<file path="src/rotary_encoder_with_button_assert.svh">
// assertion macros shared by the encoder rtl
`ifndef ROTARY_ENCODER_WITH_BUTTON_ASSERT_SVH
`define ROTARY_ENCODER_WITH_BUTTON_ASSERT_SVH

// same-cycle implication, checked outside reset
`define REB_ASSERT_NOW(label, ante, cons) \
    label: assert property (@(posedge clk) disable iff (!rst_n) (ante) |-> (cons)) \
        else $error("encoder assertion failed");

// next-cycle implication, checked outside reset
`define REB_ASSERT_NEXT(label, ante, cons) \
    label: assert property (@(posedge clk) disable iff (!rst_n) (ante) |=> (cons)) \
        else $error("encoder assertion failed");

`endif

</file>
<file path="src/reb_pkg.sv">
// types and constants of the rotary encoder with button
`default_nettype none

package reb_pkg;

    typedef enum logic [1:0] {
        CMD_TICK       = 2'd0,
        CMD_READ_VALUE = 2'd1,
        CMD_READ_BTN   = 2'd2,
        CMD_CAPTURE    = 2'd3
    } cmd_t;

    typedef enum logic [2:0] {
        EV_OPEN     = 3'd0,
        EV_CLICKED  = 3'd1,
        EV_DOUBLE   = 3'd2,
        EV_HELD     = 3'd3,
        EV_RELEASED = 3'd4
    } ev_t;

    localparam logic [2:0] REG_STEPS_PER_NOTCH = 3'd0;
    localparam logic [2:0] REG_CHECK_INTERVAL  = 3'd1;
    localparam logic [2:0] REG_HOLD_CHECKS     = 3'd2;
    localparam logic [2:0] REG_DCLICK_CHECKS   = 3'd3;
    localparam logic [2:0] REG_ACCEL_INC       = 3'd4;
    localparam logic [2:0] REG_ACCEL_DEC       = 3'd5;
    localparam logic [2:0] REG_ACCEL_TOP       = 3'd6;

    localparam logic [2:0]  RST_STEPS_PER_NOTCH = 3'd4;
    localparam logic [7:0]  RST_CHECK_INTERVAL  = 8'd10;
    localparam logic [11:0] RST_HOLD_CHECKS     = 12'd120;
    localparam logic [7:0]  RST_DCLICK_CHECKS   = 8'd60;
    localparam logic [11:0] RST_ACCEL_INC       = 12'd25;
    localparam logic [11:0] RST_ACCEL_DEC       = 12'd2;
    localparam logic [14:0] RST_ACCEL_TOP       = 15'd3072;

    typedef struct packed {
        logic [2:0]  steps_per_notch;
        logic [7:0]  check_interval;
        logic [11:0] hold_checks;
        logic [7:0]  double_click_checks;
        logic [11:0] accel_increment;
        logic [11:0] accel_decrement;
        logic [14:0] accel_top;
    } cfg_t;

    typedef struct packed {
        logic check;
        logic pressed;
        logic read;
    } btn_ctrl_t;

endpackage

`default_nettype wire

</file>
<file path="src/reb_button.sv">
// button debounce state: key down count, double click countdown, pending event
`default_nettype none

`include "rotary_encoder_with_button_assert.svh"

module reb_button
(
    input  wire logic              clk,
    input  wire logic              rst_n,
    input  wire reb_pkg::btn_ctrl_t ctrl,
    input  wire logic [11:0]       hold_checks,
    input  wire logic [7:0]        double_click_checks,
    output      reb_pkg::ev_t      pending_event
);
    import reb_pkg::*;

    logic [15:0] key_down_reg;
    logic [15:0] key_down_next;
    logic [7:0]  dclick_reg;
    logic [7:0]  dclick_next;
    logic [7:0]  dclick_mid;
    ev_t         event_reg;
    ev_t         event_next;

    always_comb
    begin
        key_down_next = key_down_reg;
        dclick_mid    = dclick_reg;
        dclick_next   = dclick_reg;
        event_next    = event_reg;
        if (ctrl.read && event_reg != EV_HELD)
        begin
            event_next = EV_OPEN;
        end
        if (ctrl.check)
        begin
            if (ctrl.pressed)
            begin
                if (key_down_reg != 16'hffff)
                begin
                    key_down_next = key_down_reg + 16'd1;
                end
                if (key_down_next > {4'd0, hold_checks})
                begin
                    event_next = EV_HELD;
                end
            end
            else
            begin
                if (key_down_reg != 16'd0)
                begin
                    if (event_reg == EV_HELD)
                    begin
                        event_next = EV_RELEASED;
                        dclick_mid = 8'd0;
                    end
                    else if (dclick_reg > 8'd1)
                    begin
                        if (dclick_reg < double_click_checks)
                        begin
                            event_next = EV_DOUBLE;
                            dclick_mid = 8'd0;
                        end
                    end
                    else
                    begin
                        dclick_mid = double_click_checks;
                    end
                end
                key_down_next = 16'd0;
            end
            dclick_next = dclick_mid;
            if (dclick_mid != 8'd0)
            begin
                dclick_next = dclick_mid - 8'd2;
                if (dclick_next == 8'd0)
                begin
                    event_next = EV_CLICKED;
                end
            end
        end
    end

    always_ff @(posedge clk or negedge rst_n)
    begin
        if (!rst_n)
        begin
            key_down_reg <= '0;
            dclick_reg   <= '0;
            event_reg    <= EV_OPEN;
        end
        else
        begin
            key_down_reg <= key_down_next;
            dclick_reg   <= dclick_next;
            event_reg    <= event_next;
        end
    end

    assign pending_event = event_reg;

    `REB_ASSERT_NEXT(a_release_after_hold,
        ctrl.check && !ctrl.pressed && key_down_reg != 16'd0 && event_reg == EV_HELD,
        event_reg == EV_RELEASED)
    `REB_ASSERT_NEXT(a_read_clears_event,
        ctrl.read && !ctrl.check && event_reg != EV_HELD,
        event_reg == EV_OPEN)
    `REB_ASSERT_NEXT(a_key_clear_on_release,
        ctrl.check && !ctrl.pressed,
        key_down_reg == 16'd0)

endmodule

`default_nettype wire

</file>
<file path="src/rotary_encoder_with_button.sv">
// top level: rotary quadrature encoder decoder with push button
// usage
//   s_axis: one command per transaction; tuser holds the command (tick, read
//   value, read button, capture pins), tdata holds the sampled pins
//   m_axis: one result transaction for each read value or read button command,
//   none for tick or capture
//   cfg: register writes, index and data, taken on cfg_valid with cfg_ready
//   always high; write only while no command is in flight
// timing
//   a command is taken into an input register, processed in the next cycle
//   and its result is on m_axis from the clock edge after acceptance
//   one command per cycle is sustained; the state update for a command is a
//   single pass of small adders and compares between the input register and
//   the state and result registers
// reset
//   all state clears, registers return to their defaults, both channels empty
// stalls
//   with m_axis_tready low the result register holds; ticks and captures still
//   pass, but a further read waits in the input register and s_axis_tready
//   drops until the result is taken
`default_nettype none

`include "rotary_encoder_with_button_assert.svh"

module rotary_encoder_with_button
(
    input  wire logic        clk,
    input  wire logic        rst_n,
    input  wire logic        s_axis_tvalid,
    output      logic        s_axis_tready,
    input  wire logic [7:0]  s_axis_tdata,   // pin_a, pin_b, pin_button, zero pad
    input  wire logic [1:0]  s_axis_tuser,   // command
    output      logic        m_axis_tvalid,
    input  wire logic        m_axis_tready,
    output      logic [15:0] m_axis_tdata,   // value, button_event, zero pad
    input  wire logic        cfg_valid,
    output      logic        cfg_ready,
    input  wire logic [2:0]  cfg_index,
    input  wire logic [14:0] cfg_data
);
    import reb_pkg::*;

    cfg_t        cfg_reg;

    logic        in_valid_reg;
    cmd_t        in_cmd_reg;
    logic        in_a_reg;
    logic        in_b_reg;
    logic        in_btn_reg;

    logic              out_valid_reg;
    logic signed [8:0] out_value_reg;
    logic signed [8:0] out_value_next;
    logic [2:0]        out_event_reg;
    logic [2:0]        out_event_next;

    logic [1:0]  last_phase_reg;
    logic [1:0]  last_phase_next;
    logic [15:0] step_count_reg;
    logic [15:0] step_count_next;
    logic [15:0] accel_level_reg;
    logic [15:0] accel_level_next;
    logic [7:0]  tick_divider_reg;
    logic [7:0]  tick_divider_next;

    logic        s_accept;
    logic        has_result;
    logic        advance;
    logic        is_tick;
    logic        do_check;
    logic [1:0]  phase;
    logic [1:0]  phase_diff;
    logic [15:0] accel_sub;
    logic [15:0] accel_decayed;
    logic [7:0]  divider_inc;
    logic signed [16:0] accel_room;
    logic        room_ok;
    logic [8:0]  magnitude;
    logic        step_neg;
    logic        step_whole;
    btn_ctrl_t   btn_ctrl;
    ev_t         pending_event;

    // handshake and pipeline control
    assign has_result    = in_cmd_reg == CMD_READ_VALUE || in_cmd_reg == CMD_READ_BTN;
    assign advance       = in_valid_reg && (!has_result || !out_valid_reg || m_axis_tready);
    assign s_axis_tready = !in_valid_reg || advance;
    assign s_accept      = s_axis_tvalid && s_axis_tready;
    assign cfg_ready     = 1'b1;
    assign is_tick       = advance && in_cmd_reg == CMD_TICK;

    // encoder phase and acceleration
    assign phase         = {in_a_reg, in_a_reg ^ in_b_reg};
    assign phase_diff    = last_phase_reg - phase;
    assign accel_sub     = accel_level_reg - {4'd0, cfg_reg.accel_decrement};
    assign accel_decayed = accel_sub[15] ? 16'd0 : accel_sub;
    assign accel_room    = $signed({2'b00, cfg_reg.accel_top})
                           - $signed({5'b00000, cfg_reg.accel_increment});
    assign room_ok       = $signed({1'b0, accel_decayed}) <= accel_room;
    assign divider_inc   = tick_divider_reg + 8'd1;
    assign do_check      = divider_inc >= cfg_reg.check_interval;

    // value read
    assign magnitude = 9'd1 + {1'b0, accel_level_reg[15:8]};
    assign step_neg  = step_count_reg[15];

    always_comb
    begin
        case (cfg_reg.steps_per_notch)
            3'd2:    step_whole = |step_count_reg[14:1];
            3'd4:    step_whole = |step_count_reg[14:2];
            default: step_whole = |step_count_reg[14:0];
        endcase
    end

    always_comb
    begin
        last_phase_next   = last_phase_reg;
        step_count_next   = step_count_reg;
        accel_level_next  = accel_level_reg;
        tick_divider_next = tick_divider_reg;
        out_value_next    = '0;
        out_event_next    = EV_OPEN;
        if (advance)
        begin
            case (in_cmd_reg)
                CMD_TICK:
                begin
                    accel_level_next = accel_decayed;
                    if (phase_diff[0])
                    begin
                        last_phase_next = phase;
                        step_count_next = (phase_diff == 2'd3) ? step_count_reg + 16'd1
                                                               : step_count_reg - 16'd1;
                        if (room_ok)
                        begin
                            accel_level_next = accel_decayed + {4'd0, cfg_reg.accel_increment};
                        end
                    end
                    tick_divider_next = do_check ? 8'd0 : divider_inc;
                end
                CMD_READ_VALUE:
                begin
                    case (cfg_reg.steps_per_notch)
                        3'd2:    step_count_next = {15'd0, step_count_reg[0]};
                        3'd4:    step_count_next = {14'd0, step_count_reg[1:0]};
                        default: step_count_next = 16'd0;
                    endcase
                    if (step_neg)
                    begin
                        out_value_next = -$signed(magnitude);
                    end
                    else if (step_whole)
                    begin
                        out_value_next = $signed(magnitude);
                    end
                end
                CMD_READ_BTN:
                begin
                    out_event_next = pending_event;
                end
                CMD_CAPTURE:
                begin
                    last_phase_next = phase;
                end
                default:
                begin
                    last_phase_next = last_phase_reg;
                end
            endcase
        end
    end

    assign btn_ctrl.check   = is_tick && do_check;
    assign btn_ctrl.pressed = !in_btn_reg;
    assign btn_ctrl.read    = advance && in_cmd_reg == CMD_READ_BTN;

    reb_button u_button
    (
        .clk                 (clk),
        .rst_n               (rst_n),
        .ctrl                (btn_ctrl),
        .hold_checks         (cfg_reg.hold_checks),
        .double_click_checks (cfg_reg.double_click_checks),
        .pending_event       (pending_event)
    );

    // configuration registers
    always_ff @(posedge clk or negedge rst_n)
    begin
        if (!rst_n)
        begin
            cfg_reg.steps_per_notch     <= RST_STEPS_PER_NOTCH;
            cfg_reg.check_interval      <= RST_CHECK_INTERVAL;
            cfg_reg.hold_checks         <= RST_HOLD_CHECKS;
            cfg_reg.double_click_checks <= RST_DCLICK_CHECKS;
            cfg_reg.accel_increment     <= RST_ACCEL_INC;
            cfg_reg.accel_decrement     <= RST_ACCEL_DEC;
            cfg_reg.accel_top           <= RST_ACCEL_TOP;
        end
        else if (cfg_valid && cfg_ready)
        begin
            case (cfg_index)
                REG_STEPS_PER_NOTCH: cfg_reg.steps_per_notch     <= cfg_data[2:0];
                REG_CHECK_INTERVAL:  cfg_reg.check_interval      <= cfg_data[7:0];
                REG_HOLD_CHECKS:     cfg_reg.hold_checks         <= cfg_data[11:0];
                REG_DCLICK_CHECKS:   cfg_reg.double_click_checks <= cfg_data[7:0];
                REG_ACCEL_INC:       cfg_reg.accel_increment     <= cfg_data[11:0];
                REG_ACCEL_DEC:       cfg_reg.accel_decrement     <= cfg_data[11:0];
                REG_ACCEL_TOP:       cfg_reg.accel_top           <= cfg_data[14:0];
                default:             cfg_reg                     <= cfg_reg;
            endcase
        end
    end

    // control state
    always_ff @(posedge clk or negedge rst_n)
    begin
        if (!rst_n)
        begin
            in_valid_reg     <= 1'b0;
            out_valid_reg    <= 1'b0;
            last_phase_reg   <= '0;
            step_count_reg   <= '0;
            accel_level_reg  <= '0;
            tick_divider_reg <= '0;
        end
        else
        begin
            if (s_accept)
            begin
                in_valid_reg <= 1'b1;
            end
            else if (advance)
            begin
                in_valid_reg <= 1'b0;
            end
            if (advance && has_result)
            begin
                out_valid_reg <= 1'b1;
            end
            else if (m_axis_tready)
            begin
                out_valid_reg <= 1'b0;
            end
            last_phase_reg   <= last_phase_next;
            step_count_reg   <= step_count_next;
            accel_level_reg  <= accel_level_next;
            tick_divider_reg <= tick_divider_next;
        end
    end

    // payload registers
    always_ff @(posedge clk)
    begin
        if (s_accept)
        begin
            in_cmd_reg <= cmd_t'(s_axis_tuser);
            in_a_reg   <= s_axis_tdata[0];
            in_b_reg   <= s_axis_tdata[1];
            in_btn_reg <= s_axis_tdata[2];
        end
        if (advance && has_result)
        begin
            out_value_reg <= out_value_next;
            out_event_reg <= out_event_next;
        end
    end

    assign m_axis_tvalid = out_valid_reg;
    assign m_axis_tdata  = {4'd0, out_event_reg, out_value_reg};

    `REB_ASSERT_NOW(a_accel_in_range, 1'b1, !accel_level_reg[15])
    `REB_ASSERT_NEXT(a_divider_restart, is_tick && do_check, tick_divider_reg == 8'd0)
    `REB_ASSERT_NOW(a_one_field_per_result,
        out_valid_reg && out_event_reg != 3'd0, out_value_reg == 9'sd0)

endmodule

`default_nettype wire
</file>
<file path="config.mk">
export PLATFORM = sky130hd
export DESIGN_NAME = rotary_encoder_with_button
export DESIGN_NICKNAME = d
export VERILOG_FILES = /design/src/reb_pkg.sv /design/src/reb_button.sv /design/src/rotary_encoder_with_button.sv
export VERILOG_INCLUDE_DIRS = /design/src /design/src/src
export SDC_FILE = /design/constraint.sdc
export NUM_CORES = 1
export LEC_CHECK = 0
export ABC_AREA = 1
export BUFFER_PORTS_ARGS = -buffer_cell sky130_fd_sc_hd__buf_2
export CAP_MARGIN = 20
export CORE_AREA = 3 3 153 155
export CTS_CLUSTER_DIAMETER = 30
export DETAILED_ROUTE_END_ITERATION = 8
export DIE_AREA = 0 0 156 158
export PLACE_DENSITY = 0.68
export RECOVER_POWER = 50
export SLEW_MARGIN = 15
export SYNTH_ARGS = -nofsm -noshare
export SYNTH_HDL_FRONTEND = slang
export SYNTH_SLANG_ARGS = --single-unit
</file>
<file path="constraint.sdc">
create_clock -name clk -period 4.35 [get_ports clk]
set_input_delay 0.435 -clock clk [delete_from_list [all_inputs] [get_ports clk]]
set_output_delay 0.435 -clock clk [all_outputs]
set_load 0.1 [all_outputs]
</file>
; Word-level counts from Yosys, hierarchy flattened
; Index checks and enable logic that the tools add are counted.
[classes]
addsub = 11
order_cmp = 5
n_eq_ne = 18
n_mux = 38
bitwise_logic = 1
reduce_logical = 40
[op_table]
columns = cell, n
row1 = two-way mux 16 bit, 8
row2 = two-way mux 8 bit, 8
row3 = "adder 16 x 1 -> 16 bit, second input constant", 2
row4 = one-hot mux 16 bit (2 select lines), 1
row5 = two-way mux 3 bit, 10
row6 = AND reduction 2 bit, 10
row7 = two-way mux 9 bit, 2
row8 = adder 15 x 12 -> 16 bit, 1
row9 = greater-than comparator 16 x 12 -> 1 bit, 1
row10 = <= comparator 16 bit, 1
row11 = "inequality test 16 bit, second input constant", 1
row12 = nonzero test 16 bit, 1
row13 = subtractor 15 x 12 -> 16 bit, 1
row14 = "subtractor 16 x 1 -> 16 bit, second input constant", 1
row15 = subtractor 16 x 12 -> 16 bit, 1
row16 = two-way mux 15 bit, 1
row17 = OR reduction 15 bit, 1
row18 = OR reduction 14 bit, 1
row19 = OR reduction 13 bit, 1
row20 = "== test 3 x 2 -> 1 bit, second input constant", 4
row21 = "== test 3 bit, second input constant", 4
row22 = "adder 1 x 8 -> 9 bit, first input constant", 1
row23 = negator 9 bit, 1
row24 = "adder 8 x 1 -> 8 bit, second input constant", 1
row25 = 26 further kinds, 49
[word_totals]
register_bits = 158
input_bits = 33
out_inout_bits = 19
word_cells = 137

; Longest topological paths before layout
[logic_depth]
depth_word = 17
mapped_depth = 30
ltp_nobuf = 28

; Modules after synthesis
; A second synthesis with hierarchy kept.
[hier_totals]
cells_unflattened = 1519
hier_area_um2 = 11526.1
[by_module_without_submodules]
columns = module, n_inst, cells_per_inst, area_each_um2, seq_area_each_um2
row1 = rotary_encoder_with_button, 1, 1129, 8923.6, 3384.5
row2 = reb_button, 1, 390, 2602.5, 675.6

; Worst setup path after synthesis
; Ideal clock, no wire load.
[synth_path]
path_kind = register to register
start = register cfg_reg[0] (netlist name)
end = register accel_level_reg[0]
setup_ps = 117
arrival_time_ps = 3598
required_ps = 4233
setup_slack_ps = 634
stages_incl_launch_ff = 25
n_path_buf = 2
period_less_slack_ps = 3716
path_cell_list = dfrtp_1 > inv_1 > ha_1 > fa_1 > o21ai_0 > a21oi_1 > o21ai_0 > nand2_1 > nand2_1 > a21oi_1 > o21ai_0 > nand3_1 > nand2_1 > xor2_1 > ha_1 > a21oi_1 > o21bai_1 > a221oi_1 > nand2_1 > nand2_2 > buf_6 > buf_12 > nand3b_2 > nand3_1 > nand2_1
[synth_via]
elab_chain_cells = 4
[synth_lines]
columns = element, line
row1 = "start, declared", rotary_encoder_with_button.sv:43  ; cfg_t cfg_reg;
row2 = "start signal, assigned", rotary_encoder_with_button.sv:211  ; default: cfg_reg <= cfg_reg;
row3 = subtractor 15 x 12 -> 16 bit, rotary_encoder_with_button.sv:98  ; - $signed({5'b00000, cfg_reg.accel_increment});
row4 = <= comparator 16 bit, rotary_encoder_with_button.sv:99  ; assign room_ok = $signed({1'b0, accel_decayed}) <= accel_room;
row5 = two-way mux 16 bit, rotary_encoder_with_button.sv:135  ; if (room_ok)
row6 = two-way mux 16 bit, rotary_encoder_with_button.sv:130  ; if (phase_diff[0])
row7 = "end signal, assigned", rotary_encoder_with_button.sv:248  ; accel_level_reg <= accel_level_next;
row8 = "end, declared", rotary_encoder_with_button.sv:61  ; logic [15:0] accel_level_reg;
; No other way between the ends.
; A chain may end at the register's enable or synchronous reset.

; Worst setup path in the final report
[layout_path]
start = register cfg_reg[26] (netlist name)
end = register accel_level_reg[13]
[layout_via]
elab_chain_cells = 5
elab_cells_between_ends = 6
cone_classes = 2 x add/sub / 1 x order compare / 3 x mux
[layout_lines]
columns = element, line
row1 = subtractor 16 x 12 -> 16 bit (*), rotary_encoder_with_button.sv:95  ; assign accel_sub = accel_level_reg - {4'd0, cfg_reg.accel_decrement};
row2 = two-way mux 15 bit (*), rotary_encoder_with_button.sv:96  ; assign accel_decayed = accel_sub[15] ? 16'd0 : accel_sub;
row3 = adder 15 x 12 -> 16 bit / <= comparator 16 bit (equally long branches), "rotary_encoder_with_button.sv:137, rotary_encoder_with_button.sv:99"
row4 = two-way mux 16 bit, rotary_encoder_with_button.sv:135
row5 = two-way mux 16 bit (*), rotary_encoder_with_button.sv:130
; Every way passes the cells marked *; elsewhere a longest branch is shown, timed or not.

==> summary.txt <==
Synth
  • Mux contribution to synthesized area: 0.00394
  • Post-Synth XOR/XNOR Area: 0.0414
  • Syn Inst Count: 1527
  • Synth top area share: 0.272
  • Cell type with the highest aggregate area in the netlist: dfrtp_1
  • Sequential share of the synthesized area: 0.356
  • Adder-cell share of the synthesized area: 0.117
  • Cell variety after synth: 60
  • Synth warnings: 0
  • Top_reg_cell synth: dfrtp_1
  • Syn_area_per_cell: 7.48 µm²
  • Combinational family with the most area after synthesis: simple AND/OR/NAND/NOR gates
  • Synth Cell Area: 11400 µm²
  • Async SR Flop Fraction: 0.892
  • Synth Area in Compound Gates: 0.136
  • Number of synthesized flops with an enable pin: 17
  • Seq cells post-synth: 158
  • Simple-Gate Fraction of Synth Area: 0.251
  • Synth area leaders: dfrtp_1, nand2_1, ha_1, inv_1, o21ai_0

Critical path
  • CP startpoint kind: flop
  • Worst endpoint required time: 4.66 ns
  • Max incr delay on CP: 0.46 ns
  • Crit-path cells: inv_1 -> ha_1 -> nand2_4 -> nor2_2 -> nand2_1 -> nand2_1 -> nor2_2 -> nand2_2 -> nand2_2 -> nand2_4 -> inv_1 -> nor2_1 -> ha_1 -> a21oi_1 -> o21ai_0 -> a21oi_1 -> o21bai_1 -> a221oi_1 -> nand2_1 -> nand2_2 -> buf_4 -> nand4_1 -> nor2_1 -> nor2_1
  • Worst Setup Path Type: flop to flop
  • Worst EP arrival: 4.40 ns
  • Worst Setup End Kind: flop
  • Crit path max fanout: 11
  • CP max stage cell: dfrtp_1

Global routing
  • GRT overflow: 0
  • Global-route wire length before repair: 45.4 mm
  • Largest net degree at the start of global routing: 78
  • Vias in the first global route: 9424
  • Initial antenna violation count: 0
  • Gr usage total: 0.226

Cells and area
  • Layout cells sized above 1: 0.0924
  • Post-route insts no fill: 1860
  • Layout area overhead: 9.29%
  • Final-layout fill cell count: 2058
  • Max reg flops: 70
  • Ant diodes: 0
  • Final net count: 1705

Place
  • # port buffers: 41
  • Placed instance count: 1829
  • Post-DP HPWL: 20.8 mm
  • Final GP Congestion: 0.889

Run status
  • Outcome: finished with violations
  • Violated checks: capacitance limit, slew limit

Timing
  • Period utilisation layout: 0.941
  • Final hold slack: 0.177 ns
  • Worst Max-Slew Pin Slew: 2.11 ns
  • Worst relative slew slack: -0.406
  • Peak Freq: 0.244 GHz
  • Unrepaired setup endpoints after global routing: false
  • Final hold vios: 0
  • Min cycle time layout: 4.09 ns
  • Final Setup Violations: 0
  • Slew Viols, Final: 146
  • Clock skew: 0.0193 ns
  • Setup TNS: 0 ns

Clock network
  • Clk_lat worst skew: 0.43 ns
  • Post_cts resized: 0
  • Clock slew at reported path FFs: 0.07 ns
  • Htree depth: 4
  • CTS Buffer Depth: 2
  • Clk root buf: clkbuf_16
  • Clk sinks: 158
  • TritonCTS clock tree: yes
  • Setup bufs post-CTS: 0
  • CTS Hold Bufs: 0
  • Num CTS Buffers: 17

Route
  • Vias/cell: 5.32
  • Via count: 9899
  • Post-DR wirelength/cell: 14.7 µm
  • Remaining antenna violation count after routing: 0
  • Routed WL: 27.4 mm
  • # DRC: 0
  • Initial DRC count: 493
  • Drt first pass iters: 7

Die
  • Die height: 158 µm
  • Num rows: 54
  • Die Area: 24600 µm²
  • Core area: 22000 µm²
  • Initial cell density of the core: 0.520
  • Ports: 52
  • Die width: 156 µm

Flow run
  • Max cap viols: 3

Power and ir drop
  • Total power: 10.2 mW
  • Maximum VDD drop: 0.000321 V
  • P per Cell Area: 819 nW/µm²
  • Pleak: 6.33 nW

Min path
  • Hold Path Class: primary input to flop
[layout by cell type (no fill, tap or decap), types with 5 or more instances in the layout]
cell         n
o22ai_1     11
nor2_1     111
o21bai_1     5
o21ai_0    139
nor3_1      22
buf_2       39
dfrtp_1    124
ha_1       100
xnor2_1     10
clkbuf_1     6
nor4_1       9
nand3_1     86
o21a_1       5
o21ai_1     11
a21oi_1     77
inv_1      228
nand4_1     26
buf_4       12
nand2_1    357
clkbuf_16   17
nor2_2       5
dfstp_2     17
o31ai_1     12
conb_1       5
nand2_2     12
edfxtp_1    17
nand3_2      6
xor2_1      44
[cell usage after synthesis (4+ instances only)]
| library cell | n |
|---|---|
| edfxtp_1 | 17 |
| o21a_1 | 5 |
| mux2_2 | 4 |
| o31ai_1 | 12 |
| clkbuf_1 | 21 |
| o21ai_1 | 8 |
| or2_2 | 4 |
| fa_1 | 4 |
| nand3_2 | 6 |
| a21oi_1 | 77 |
| nand3_1 | 86 |
| inv_2 | 4 |
| nor2_1 | 111 |
| inv_1 | 228 |
| xnor2_1 | 10 |
| ha_1 | 100 |
| nand2_1 | 358 |
| o22ai_1 | 11 |
| dfstp_2 | 17 |
| o21bai_1 | 5 |
| xor2_1 | 44 |
| nand2_2 | 11 |
| nor2_2 | 5 |
| nor4_1 | 9 |
| nand4_2 | 4 |
| nand4_1 | 26 |
| dfrtp_1 | 124 |
| nor3_1 | 22 |
| buf_4 | 7 |
| o21ai_0 | 142 |
[through the flow]
stage | setup WS [ns] | utilization | cell area [µm²]
5_1_grt | 0.0196 | 0.568 | 12500
3_3_place_gp | 0.176 | 0.542 | 11900
3_5_place_dp | 0.112 | 0.542 | 11900
4_1_cts | 0.0879 | 0.569 | 12500
6_report | 0.257 | 0.568 | 12500
2_1_floorplan | 0.634 | - | 11400
[logic make-up after synthesis]
| group | Yosys count |
|---|---|
| and+or+nand+nor | 654 |
| AOI/OAI and AO/OA | 282 |
| buffers and inverters | 269 |
| DFF | 158 |
| adders and majority gates | 104 |
| xor gates and xnor gates | 54 |
| muxes | 4 |
| other | 2 |
[power by group]
part,total [mW],internal [mW],leakage (nW),switching [mW]
registers,2.24,1.91,1.92,0.333
logic,6.42,2.33,4.12,4.09
clock network,1.56,0.935,0.292,0.627
total,10.2,5.17,6.33,5.05
[worst max-delay path: cells and delay by family, from the launching register on]
| family | cells | cell delay [ns] |
|---|---|---|
| flops | 1 | 0.46 |
| fa+ha+maj | 2 | 0.74 |
| buf+inv | 3 | 0.61 |
| simple gates | 14 | 1.43 |
| compound gates | 5 | 0.73 |
[per-layer routing]
| metal | routed length [µm] | global-route usage | share of wire |
|---|---|---|---|
| met5 | 0 | 0 | 0 |
| met4 | 454 | 0.0669 | 0.017 |
| met3 | 957 | 0.0271 | 0.035 |
| met2 | 12600 | 0.371 | 0.46 |
| met1 | 13400 | 0.316 | 0.49 |
[path summary, 6_finish.rpt]
path | startpoint | slack, ns | depth (start not counted) | end
max reg2reg | cfg_reg[26] | 0.26 | 24 | accel_level_reg[13]
max | cfg_reg[26] | 0.26 | 24 | accel_level_reg[13]
max in group asynchronous | rst_n | 1.22 | 2 | cfg_reg[23]
min reg2reg | cfg_reg[64] | 0.49 | 2 | cfg_reg[64]
min in group asynchronous | rst_n | 0.62 | 1 | cfg_reg[14]
min | s_axis_tdata[0] | 0.18 | 1 | in_a_reg
[cell type report]
cell class,count,area (µm²),share of cell area
Tap cell,280,350,0.0281
Multi-Input combinational cell,1103,6290,0.504
Clock inverter,9,135,0.0108
Timing Repair Buffer,55,302,0.0242
Inverter,233,880,0.0705
Sequential cell,158,4060,0.325
Clock buffer,22,464,0.0372
Power figures use the tool's default switching activity.
